--- config.mk ---
export PLATFORM = sky130hd
export DESIGN_NAME = modular_exponentiation
export DESIGN_NICKNAME = d
export VERILOG_FILES = /design/src/design/mexp_pkg.sv /design/src/design/modular_exponentiation.sv /design/src/design/mexp_mulmod.sv
export VERILOG_INCLUDE_DIRS = /design/src /design/src/design
export SDC_FILE = /design/constraint.sdc
export NUM_CORES = 1
export LEC_CHECK = 0
export ABC_AREA = 0
export CORE_ASPECT_RATIO = 1.5
export CORE_MARGIN = 3
export CORE_UTILIZATION = 60
export CTS_BUF_LIST = sky130_fd_sc_hd__clkbuf_4 sky130_fd_sc_hd__clkbuf_8
export CTS_CLUSTER_SIZE = 25
export DETAILED_ROUTE_END_ITERATION = 8
export DONT_BUFFER_PORTS = 1
export PLACE_DENSITY = 0.76
export SYNTH_ARGS = -nofsm -noshare
export SYNTH_HDL_FRONTEND = slang
export SYNTH_HIERARCHICAL = 1
export SYNTH_SLANG_ARGS = --single-unit
--- constraint.sdc ---
create_clock -name clk -period 13.9 [get_ports clk]
set_input_delay 0.695 -clock clk [delete_from_list [all_inputs] [get_ports clk]]
set_output_delay 0.695 -clock clk [all_outputs]
set_load 0.02 [all_outputs]
--- src/design/modular_exponentiation_macros.svh ---
// Assertion macros shared by the modular exponentiation RTL.
// Define NO_ASSERTIONS to compile every macro to nothing.
`ifndef MODULAR_EXPONENTIATION_MACROS_SVH
`define MODULAR_EXPONENTIATION_MACROS_SVH

`ifndef NO_ASSERTIONS

// Check a property on every clock edge outside reset.
`define MEXP_ASSERT(lbl, clk_s, rstn_s, prop) \
	lbl: assert property (@(posedge clk_s) disable iff (!rstn_s) (prop)) \
		else $error("modexp assertion failed");

// Check a property on every clock edge, reset included.
`define MEXP_ASSERT_ALWAYS(lbl, clk_s, prop) \
	lbl: assert property (@(posedge clk_s) (prop)) \
		else $error("modexp assertion failed");

`else

`define MEXP_ASSERT(lbl, clk_s, rstn_s, prop)
`define MEXP_ASSERT_ALWAYS(lbl, clk_s, prop)

`endif

`endif

--- src/design/mexp_pkg.sv ---
// Package for the modular exponentiation block: default widths and the
// sequencer state type. No dependencies.
package mexp_pkg;

	localparam int unsigned EXP_BITS_DEF = 63;
	localparam int unsigned MOD_BITS_DEF = 31;

	typedef enum logic [2:0] {
		ST_IDLE,
		ST_REDUCE,
		ST_MUL,
		ST_SQR,
		ST_NEXT
	} state_t;

endpackage

--- src/design/modular_exponentiation.sv ---
// Modular exponentiation top level: square-and-multiply sequencer around a
// shared bit-serial modular multiplier (mexp_mulmod).
// Depends on mexp_pkg and modular_exponentiation_macros.svh.
//
// Usage:
//   Request channel: drive base, exponent and modulus and raise start. The
//   request is taken at a rising edge where start is high and busy is low;
//   busy then stays high until the cycle that carries the result, where it is low.
//   Result channel: power_mod is valid for exactly one cycle while done is
//   high. The receiver cannot stall; it must take the result in that cycle.
//   A modulus of zero is handled as one. Exponent zero returns 1.
// Schedule: every modular multiply runs on one shared bit-serial unit that
//   consumes one multiplier bit per cycle, with a launch and a write-back
//   around the bit steps. One request costs one base reduction, one
//   squaring per exponent bit up to and including the highest set bit,
//   and one multiply per set bit, with a decision state (ST_NEXT) after
//   the reduction and after each squaring. Exponent zero takes only the
//   reduction and one decision. No new request is taken until the
//   previous result is out.
// Reset: arst_n clears the sequencer and the multiplier control at once;
//   the block comes up idle with done low.
`include "modular_exponentiation_macros.svh"

module modular_exponentiation #(
	parameter int unsigned EXP_BITS = mexp_pkg::EXP_BITS_DEF,
	parameter int unsigned MOD_BITS = mexp_pkg::MOD_BITS_DEF
) (
	input  logic                clk,
	input  logic                arst_n,
	input  logic                start,
	output logic                busy,
	input  logic [MOD_BITS-1:0] base,
	input  logic [EXP_BITS-1:0] exponent,
	input  logic [MOD_BITS-1:0] modulus,
	output logic                done,
	output logic [MOD_BITS-1:0] power_mod
);

	mexp_pkg::state_t state_q;
	mexp_pkg::state_t state_d;

	// launch pulses the multiplier on the first cycle of each arithmetic state
	logic                launch_q;
	logic                launch_d;
	logic                done_q;
	logic                done_d;

	logic [EXP_BITS-1:0] exp_q;
	logic [MOD_BITS-1:0] acc_q;
	logic [MOD_BITS-1:0] sq_q;
	logic [MOD_BITS-1:0] mod_q;
	logic [MOD_BITS-1:0] power_mod_q;

	logic                accept;
	logic [MOD_BITS-1:0] mul_a;
	logic [MOD_BITS-1:0] mul_b;
	logic                mul_done;
	logic [MOD_BITS-1:0] mul_p;

	assign accept = start && (state_q == mexp_pkg::ST_IDLE);

	// Operand select for the shared multiplier
	always_comb begin
		case (state_q)
			mexp_pkg::ST_REDUCE: begin
				// base * 1 mod m reduces the base
				mul_a = sq_q;
				mul_b = MOD_BITS'(1);
			end
			mexp_pkg::ST_MUL: begin
				mul_a = acc_q;
				mul_b = sq_q;
			end
			default: begin
				mul_a = sq_q;
				mul_b = sq_q;
			end
		endcase
	end

	mexp_mulmod #(
		.MOD_BITS(MOD_BITS)
	) u_mulmod (
		.clk   (clk),
		.arst_n(arst_n),
		.start (launch_q),
		.a     (mul_a),
		.b     (mul_b),
		.m     (mod_q),
		.done  (mul_done),
		.p     (mul_p)
	);

	// Next state and control
	always_comb begin
		state_d  = state_q;
		launch_d = 1'b0;
		done_d   = 1'b0;
		case (state_q)
			mexp_pkg::ST_IDLE: begin
				if (start) begin
					state_d  = mexp_pkg::ST_REDUCE;
					launch_d = 1'b1;
				end
			end
			mexp_pkg::ST_REDUCE: begin
				if (mul_done) begin
					state_d = mexp_pkg::ST_NEXT;
				end
			end
			mexp_pkg::ST_MUL: begin
				if (mul_done) begin
					state_d  = mexp_pkg::ST_SQR;
					launch_d = 1'b1;
				end
			end
			mexp_pkg::ST_SQR: begin
				if (mul_done) begin
					state_d = mexp_pkg::ST_NEXT;
				end
			end
			mexp_pkg::ST_NEXT: begin
				// no set bits left: the accumulator is final
				if (exp_q == '0) begin
					state_d = mexp_pkg::ST_IDLE;
					done_d  = 1'b1;
				end else if (exp_q[0]) begin
					state_d  = mexp_pkg::ST_MUL;
					launch_d = 1'b1;
				end else begin
					state_d  = mexp_pkg::ST_SQR;
					launch_d = 1'b1;
				end
			end
			default: begin
				state_d = mexp_pkg::ST_IDLE;
			end
		endcase
	end

	always_ff @(posedge clk or negedge arst_n) begin
		if (!arst_n) begin
			state_q  <= mexp_pkg::ST_IDLE;
			launch_q <= 1'b0;
			done_q   <= 1'b0;
		end else begin
			state_q  <= state_d;
			launch_q <= launch_d;
			done_q   <= done_d;
		end
	end

	// Datapath registers
	always_ff @(posedge clk) begin
		if (accept) begin
			exp_q <= exponent;
			acc_q <= MOD_BITS'(1);
			sq_q  <= base;
			// treat a zero modulus as one
			mod_q <= (modulus == '0) ? MOD_BITS'(1) : modulus;
		end else if (mul_done) begin
			case (state_q)
				mexp_pkg::ST_MUL: begin
					acc_q <= mul_p;
				end
				mexp_pkg::ST_SQR: begin
					sq_q  <= mul_p;
					exp_q <= exp_q >> 1;
				end
				default: begin
					sq_q <= mul_p;
				end
			endcase
		end
		if (done_d) begin
			power_mod_q <= acc_q;
		end
	end

	assign busy      = (state_q != mexp_pkg::ST_IDLE);
	assign done      = done_q;
	assign power_mod = power_mod_q;

	`MEXP_ASSERT(a_accept_busy, clk, arst_n, accept |=> busy)
	`MEXP_ASSERT(a_done_idle, clk, arst_n, done_q |-> (!busy && $past(state_q == mexp_pkg::ST_NEXT)))
	`MEXP_ASSERT(a_result_range, clk, arst_n,
		done_q |-> ((power_mod_q < mod_q) || (power_mod_q == MOD_BITS'(1))))
	`MEXP_ASSERT(a_launch_state, clk, arst_n,
		launch_q |-> ((state_q == mexp_pkg::ST_REDUCE) || (state_q == mexp_pkg::ST_MUL) ||
		(state_q == mexp_pkg::ST_SQR)))
	`MEXP_ASSERT(a_reset_quiet, clk, arst_n, $rose(arst_n) |-> (!done_q && !busy))

endmodule

--- src/design/mexp_mulmod.sv ---
// Bit-serial interleaved modular multiplier: one multiplier bit per cycle.
// Depends on mexp_pkg and modular_exponentiation_macros.svh.
`include "modular_exponentiation_macros.svh"

module mexp_mulmod #(
	parameter int unsigned MOD_BITS = mexp_pkg::MOD_BITS_DEF
) (
	input  logic                clk,
	input  logic                arst_n,
	input  logic                start,
	input  logic [MOD_BITS-1:0] a,
	input  logic [MOD_BITS-1:0] b,
	input  logic [MOD_BITS-1:0] m,
	output logic                done,
	output logic [MOD_BITS-1:0] p
);

	localparam int unsigned CNT_W = $clog2(MOD_BITS + 1);

	logic                run_q;
	logic                done_q;
	logic [CNT_W-1:0]    cnt_q;
	logic [MOD_BITS-1:0] a_q;
	logic [MOD_BITS-1:0] b_q;
	logic [MOD_BITS-1:0] m_q;
	logic [MOD_BITS-1:0] r_q;

	logic [MOD_BITS:0]   m_w;
	logic [MOD_BITS:0]   dbl;
	logic [MOD_BITS:0]   dbl_red;
	logic [MOD_BITS:0]   sum;
	logic [MOD_BITS:0]   sum_red;

	// r = (2r + a_bit*b) mod m, with r < m and b <= m
	always_comb begin
		m_w     = {1'b0, m_q};
		dbl     = {r_q, 1'b0};
		dbl_red = (dbl >= m_w) ? (dbl - m_w) : dbl;
		sum     = dbl_red + (a_q[MOD_BITS-1] ? {1'b0, b_q} : '0);
		sum_red = (sum >= m_w) ? (sum - m_w) : sum;
	end

	always_ff @(posedge clk or negedge arst_n) begin
		if (!arst_n) begin
			run_q  <= 1'b0;
			done_q <= 1'b0;
			cnt_q  <= '0;
		end else begin
			done_q <= 1'b0;
			if (start) begin
				run_q <= 1'b1;
				cnt_q <= CNT_W'(MOD_BITS);
			end else if (run_q) begin
				cnt_q <= cnt_q - CNT_W'(1);
				if (cnt_q == CNT_W'(1)) begin
					run_q  <= 1'b0;
					done_q <= 1'b1;
				end
			end
		end
	end

	always_ff @(posedge clk) begin
		if (start) begin
			a_q <= a;
			b_q <= b;
			m_q <= m;
			r_q <= '0;
		end else if (run_q) begin
			a_q <= {a_q[MOD_BITS-2:0], 1'b0};
			r_q <= sum_red[MOD_BITS-1:0];
		end
	end

	assign done = done_q;
	assign p    = r_q;

	`MEXP_ASSERT(a_rem_reduced, clk, arst_n, run_q |-> (r_q < m_q))
	`MEXP_ASSERT(a_no_restart, clk, arst_n, start |-> !run_q)
	`MEXP_ASSERT(a_done_after_run, clk, arst_n, done_q |-> ($past(run_q) && !run_q))

endmodule

* Yosys cells after proc, flatten, opt, wreduce, memory -nomap -nowiden
Index checks and enable logic that the tools add are counted.
Word-level totals: bits in registers 323, input bits 128
Cells by class: multiplexer cells 32, eq/ne operators 9, reduce and logical (&&, ||, !) cells 13, order comparisons 2, add/subtract/negate cells 4
Operators with widths (number):
- $mux 31 | 8
- $mux 63 | 3
- $ge 32x31->1 | 2
- $logic_not 63->1 | 1
- $add 32x31->32 | 1
- $mux 32 | 1
- $sub 32x31->32 | 1
- $logic_not 31->1 | 1
- $sub 31x31->31 | 1
- $mux 1 | 12
- $pmux 3 s4 | 1
- $mux 5 | 2
- $mux 3 | 3
- $eq 3x2->1 const B | 2
- $reduce_and 2->1 | 3
- $reduce_bool 2->1 | 3
- $eq 5x1->1 const B | 1
- $sub 5x1->5 const B | 1
- $ne 2x1->1 const B | 2
- $ne 2x2->1 const B | 2
- $eq 3x1->1 const B | 1
- $eq 3x3->1 const B | 1
- $logic_not 3->1 | 1
- $pmux 1 s3 | 1
- 5 further kinds | 5

* Longest topological paths before layout
depth after elaboration 5, mapped depth 38

* Cells and area by module
Netlist, hierarchy kept.
Modules (own cells, without submodules):
- mexp_mulmod | area an instance 10467.5 um2, instances 1, cells an instance 1121
- modular_exponentiation | area an instance 8107.8 um2, instances 1, cells an instance 557

* Worst setup path before layout
No wires, ideal clock.
path type reg-to-reg, start point register u_mulmod.m_q[11], end point register u_mulmod.r_q[25] (netlist: u_mulmod/p[25]), arrival 6919 ps, path buffers 6, stages on the path, launching flop included 38, setup slack 6892 ps, cell sequence edfxtp_1 > inv_1 > ha_1 > clkbuf_1 > a211oi_1 > o211ai_1 > a41oi_1 > a2111o_1 > o211ai_2 > nor2_1 > clkbuf_1 > clkbuf_1 > nor2_1 > ha_1 > inv_1 > fa_1 > nor2b_1 > o31ai_1 > [2 not listed] > nand2b_1 > a21o_1 > a31oi_1 > xnor2_1 > ha_1 > clkbuf_1 > nand4_1 > nor3_1 > nand2_1 > a21oi_1 > o211ai_2 > a21oi_1 > o21a_1 > or2_0 > buf_2 > clkbuf_1 > o21ai_1 > a311oi_2
On the way: longest elaborated chain between the ends 5, elaborated cells between the ends (all ways) 7, classes of those cells add/sub (3); order compare (2); mux (2)
Ends and longest elaborated chain:
- start: declaration | RTL line mexp_mulmod.sv:25 | logic [MOD_BITS-1:0] m_q;
- start signal: assignment | RTL line mexp_mulmod.sv:67 | m_q <= m;
- $sub 32x31->32 or $ge 32x31->1 (tied branches) | RTL line mexp_mulmod.sv:38 | dbl_red = (dbl >= m_w) ? (dbl - m_w) : dbl;
- $mux 32 | RTL line mexp_mulmod.sv:38
- $add 32x31->32 | RTL line mexp_mulmod.sv:39 | sum = dbl_red + (a_q[MOD_BITS-1] ? {1'b0, b_q} : '0);
- $sub 31x31->31 or $ge 32x31->1 (tied branches) | RTL line mexp_mulmod.sv:40 | sum_red = (sum >= m_w) ? (sum - m_w) : sum;
- $mux 31 * | RTL line mexp_mulmod.sv:40
- end signal: assignment | RTL line mexp_mulmod.sv:71 | r_q <= sum_red[MOD_BITS-1:0];
- end: declaration | RTL line mexp_mulmod.sv:26 | logic [MOD_BITS-1:0] r_q;
Every way passes the cells marked *; elsewhere a longest branch is shown, timed or not. A chain may end at the register's enable or synchronous reset.

* Worst setup path after layout
start point register u_mulmod.m_q[17], end point register u_mulmod.r_q[28] (netlist: u_mulmod/p[28])
The elaborated chain is that of the path after synthesis.

==> summary by stage <==
Logic synthesis
In the synthesized netlist the async set-or-reset flop fraction comes to 0.03715. The post-synthesis instance area is 18,580 µm². The synthesized design contains 323 register bits. A synthesized cell averages 11.07 µm². For this run, the register share of the synthesized area comes to 0.4855. The total nets after synthesis is 1,904. The number of synthesized flops with an enable pin is 249. The number of warnings issued by yosys is 6. Counting distinct cell types in the post-synthesis netlist gives 91. The number of standard cells after synthesis is 1,678. The commonest register cell after synthesis is sky130_fd_sc_hd__edfxtp_1.

GRT
The initial antenna violation count is 1. The maximum number of pins on one net before global-route repair is 93. The total global routing overflow is 0.

The first-pass GRT wire length is 71,380 µm. The via count of the first global-routing pass is 13,170. The global-route usage over all layers is 0.2736.

Pwr
The ratio of total power to cell area is 94.45 nW/µm². Summed over all cells, the static leakage comes to 7.680 nW. The worst supply voltage drop on vdd is 0.09196 mV. The share of total power dissipated in the clock network is 0.447. The combinational group share of total power is 0.001. Of the total power, registers draw 0.552. The design draws 1.859 mW.

Cell internal power was estimated by the tool at 1.485 mW. The analysis attributes to net switching a power of 0.3743 mW. Of the total power, the share spent switching nets is 0.2013.

Floorplan
The die covers 33,150 µm². The overall die height is 221.5 µm. The die is 149.7 µm wide. The floorplan core area is 30,350 µm².

The initial cell density of the core is 0.6120. After floorplanning, the core was divided into 78 placement rows. The boundary pin count is 161.

Routing
The routed design has 45,260 µm of wire. The remaining antenna violation count after routing is 0. In the routed design, unresolved DRC markers number 0.

The routed via count is 12,800. In the final routed layout, each cell accounts on average for 21.77 µm. The first detailed-routing pass took 5 iterations.

The initial detailed-routing violation count is 742. The vias per cell is 6.159.

Clocking
The clock reaches the later pin of the worst-skew pair after 600 ps. The total setup buffers inserted after CTS is 0. The number of sinks driven by the clock tree is 323. The H-tree generated during clock tree synthesis spans 2 levels. TritonCTS built the clock tree.

After clock tree synthesis, the clock-pin slew on the worst setup and hold paths is 70 ps. The maximum count of clock buffers along a single path is 3. Buffers inserted during clock tree synthesis total 48. The tree is rooted in a sky130_fd_sc_hd__clkbuf_8.

Finish
Relative to the synthesized area, the layout overhead comes to 5.988%. The area used by multi-input combinational logic is 8762 µm². The share of post-route cells with drive strength above 1 is 0.1758.

After filler insertion, the fill cell instance count of the layout stands at 2,367. Registers take 9022 µm². Excluding fillers, the count of instances in the completed layout stands at 2,079. The post-layout net count is 1,864. The final design area excluding fillers is 19,690 µm². The share of the core filled with cells in the final layout is 0.6487.

Critical path
The launching element type of the critical path is a register. STA classifies the critical path endpoint as a register. The cell with the biggest individual delay on the critical path is sky130_fd_sc_hd__o31ai_1. The worst path arrival time is 8950 ps. The maximum fanout along the worst path is 58. The kind of cell adding the most delay to the critical path is compound AO/OA/AOI/OAI gates.

Together, buffers and inverters on the worst path number 3. The cell occurring most often along the worst timing path is sky130_fd_sc_hd__o21ai_0. Data on the critical path is required at its endpoint by 14,370 ps. The stage delay of the slowest cell on the critical path is 960 ps.

The type of the worst setup path is register to register.

Run
The reported max-cap violation count is 0.

STA
Setup slack on the critical path of the routed design comes to 5419 ps. The worst slew margin relative to its limit is 0.2289. Of the available clock period, the critical path in the final layout requires 0.6102. Summed over all failing endpoints, the final setup total negative slack is 0 ps.

The number of failing hold endpoints at the final stage is 0. Setup repair after global routing left no endpoint under its margin. The shortest period the worst path allows is 8481 ps. The clock skew is 18.21 ps.

Based on the critical path, the design can be clocked at up to 0.1179 GHz. On the final layout, the worst hold slack is 188.7 ps. The number of endpoints failing setup at the final stage is 0. The total count of max-transition violations in the final report is 0. At the pin with the least slew margin, the transition time is 1154 ps.

Status
The flow ran to the end, and the final reports show no timing, DRC or antenna violations.

Placed design
During placement, the flow inserted port buffers numbering 0. The placed cell count is 1,987. Summing all placed instances gives a cell area of 18,630 µm². Summed over all nets, the half-perimeter wirelength after detailed placement is 32,230 µm. The congestion estimate from routability-driven global placement came to 0.9555.

The placement-stage worst setup slack is 5621 ps.

Min path
The tightest min-delay check is of the primary input to register type.
power by group through the flow:
| stage | Clock, mW | Sequential, mW | Combinational (mW) |
|---|---|---|---|
| 4_1_cts | 0.847 | 1.03 | 0.00206 |
| 2_1_floorplan | 0 | 1.05 | 0.00332 |
| 3_5_place_dp | 0 | 1.05 | 0.00112 |
| 3_3_place_gp | 0 | 1.05 | 0.00109 |
| 5_1_grt | 0.890 | 1.03 | 0.00225 |
| 6_report | 0.830 | 1.03 | 0.00199 |
final timing paths:
check                                     to  cells after the start        startpoint  slack [ps]
hold / removal                     mod_q[25]                      0       modulus[25]         190
min in group asynchronous  u_mulmod/cnt_q[2]                      1            arst_n         540
setup reg to reg              u_mulmod/p[28]                     31  u_mulmod/m_q[17]        5420
hold reg to reg             u_mulmod/m_q[21]                      0         mod_q[21]         420
max in group asynchronous           launch_q                      1            arst_n       12930
setup / recovery              u_mulmod/p[28]                     31  u_mulmod/m_q[17]        5420
placed cells by master, fill, tap and decap left out, types with 7 or more instances in the layout:
master and count:
sky130_fd_sc_hd__o21bai_1 12, sky130_fd_sc_hd__ha_1 95, sky130_fd_sc_hd__and2_1 36, sky130_fd_sc_hd__nor2_1 75, sky130_fd_sc_hd__xor2_1 32, sky130_fd_sc_hd__inv_1 67, sky130_fd_sc_hd__mux2_2 145, sky130_fd_sc_hd__a211oi_1 13
sky130_fd_sc_hd__mux2_1 13, sky130_fd_sc_hd__nand2_1 150, sky130_fd_sc_hd__a21oi_1 102, sky130_fd_sc_hd__a311oi_1 23, sky130_fd_sc_hd__nand3_1 29, sky130_fd_sc_hd__nor4_1 25, sky130_fd_sc_hd__clkbuf_8 54, sky130_fd_sc_hd__o31ai_1 12
sky130_fd_sc_hd__nor2b_1 45, sky130_fd_sc_hd__clkinv_2 11, sky130_fd_sc_hd__nor3_1 12, sky130_fd_sc_hd__nand4_1 16, sky130_fd_sc_hd__dfrtp_1 11, sky130_fd_sc_hd__clkbuf_4 15, sky130_fd_sc_hd__a31oi_1 12, sky130_fd_sc_hd__a21o_1 37
sky130_fd_sc_hd__o21a_1 13, sky130_fd_sc_hd__o211ai_1 8, sky130_fd_sc_hd__o21ai_1 22, sky130_fd_sc_hd__buf_4 11, sky130_fd_sc_hd__nand2b_1 7, sky130_fd_sc_hd__edfxtp_1 249, sky130_fd_sc_hd__and3_1 14, sky130_fd_sc_hd__xnor2_1 52
sky130_fd_sc_hd__o21ai_0 72, sky130_fd_sc_hd__dfxtp_1 62
cell usage after synthesis (15+ instances only):
master | count | area, µm²
sky130_fd_sc_hd__and2_1 | 38 | 237.7
sky130_fd_sc_hd__nand3_1 | 29 | 145.1
sky130_fd_sc_hd__inv_1 | 68 | 255.2
sky130_fd_sc_hd__edfxtp_1 | 249 | 7477
sky130_fd_sc_hd__clkbuf_1 | 62 | 232.7
sky130_fd_sc_hd__mux2_2 | 145 | 1633
sky130_fd_sc_hd__a21o_1 | 37 | 277.8
sky130_fd_sc_hd__dfxtp_1 | 62 | 1241
sky130_fd_sc_hd__nor2_1 | 79 | 296.5
sky130_fd_sc_hd__a311oi_1 | 23 | 201.4
sky130_fd_sc_hd__o21ai_0 | 72 | 360.4
sky130_fd_sc_hd__nor4_1 | 25 | 156.4
sky130_fd_sc_hd__buf_6 | 17 | 191.4
sky130_fd_sc_hd__a21oi_1 | 102 | 510.5
sky130_fd_sc_hd__nor2b_1 | 45 | 281.5
sky130_fd_sc_hd__nand4_1 | 16 | 100.1
sky130_fd_sc_hd__xor2_1 | 32 | 280.3
sky130_fd_sc_hd__ha_1 | 95 | 1189
sky130_fd_sc_hd__and3_1 | 15 | 93.84
sky130_fd_sc_hd__o21ai_1 | 22 | 110.1
sky130_fd_sc_hd__nand2_1 | 151 | 566.8
sky130_fd_sc_hd__xnor2_1 | 52 | 455.4
sequential cells by signal (all words and copies together) (netlist names):
signal and flops:
acc_q 31, sq_q 31, u_mulmod/b_q 31, exp_q 63, launch_q 1, state_q 3
u_mulmod/a_q 31, u_mulmod/cnt_q 5, u_mulmod/run_q 1, u_mulmod/m_q 31, u_mulmod/done 1, mod_q 31
u_mulmod/p 31, power_mod 31, done 1
cells by family after synthesis:
logic type	share of synthesized area
AO/OA/AOI/OAI	0.1409
XOR/XNOR	0.04136
adder cells (fa/ha/maj)	0.06722
buffers and inverters	0.04506
flip-flops	0.4855
multiplexers	0.09686
AND/OR/NAND/NOR	0.1231
layout make-up:
class / count / share of cell area
clock buffer: 69 / 0.04347
multi-input combinational: 1184 / 0.4451
tap: 400 / 0.02542
inverter: 69 / 0.01316
sequential: 323 / 0.4583
timing repair buffer: 12 / 0.004703
antenna: 1 / 0.0001271
clock inverter: 21 / 0.009787
repair_timing:
| item | CTS | global route |
|---|---|---|
| hold buffers | 1 | 0 |
| hold endpoints to repair | 12 | 0 |
| gates resized for setup | 0 | 0 |
per-layer routing:
metal  global-route usage  vias up  wire, µm
met3              0.05603      118      2597
li1                     -     6139         -
met5                    0        -         0
met1               0.3117     6134     16840
met4               0.1347        0      2374
met2               0.4836      413     23450
No activity file was read; power rests on OpenSTA's default activity.
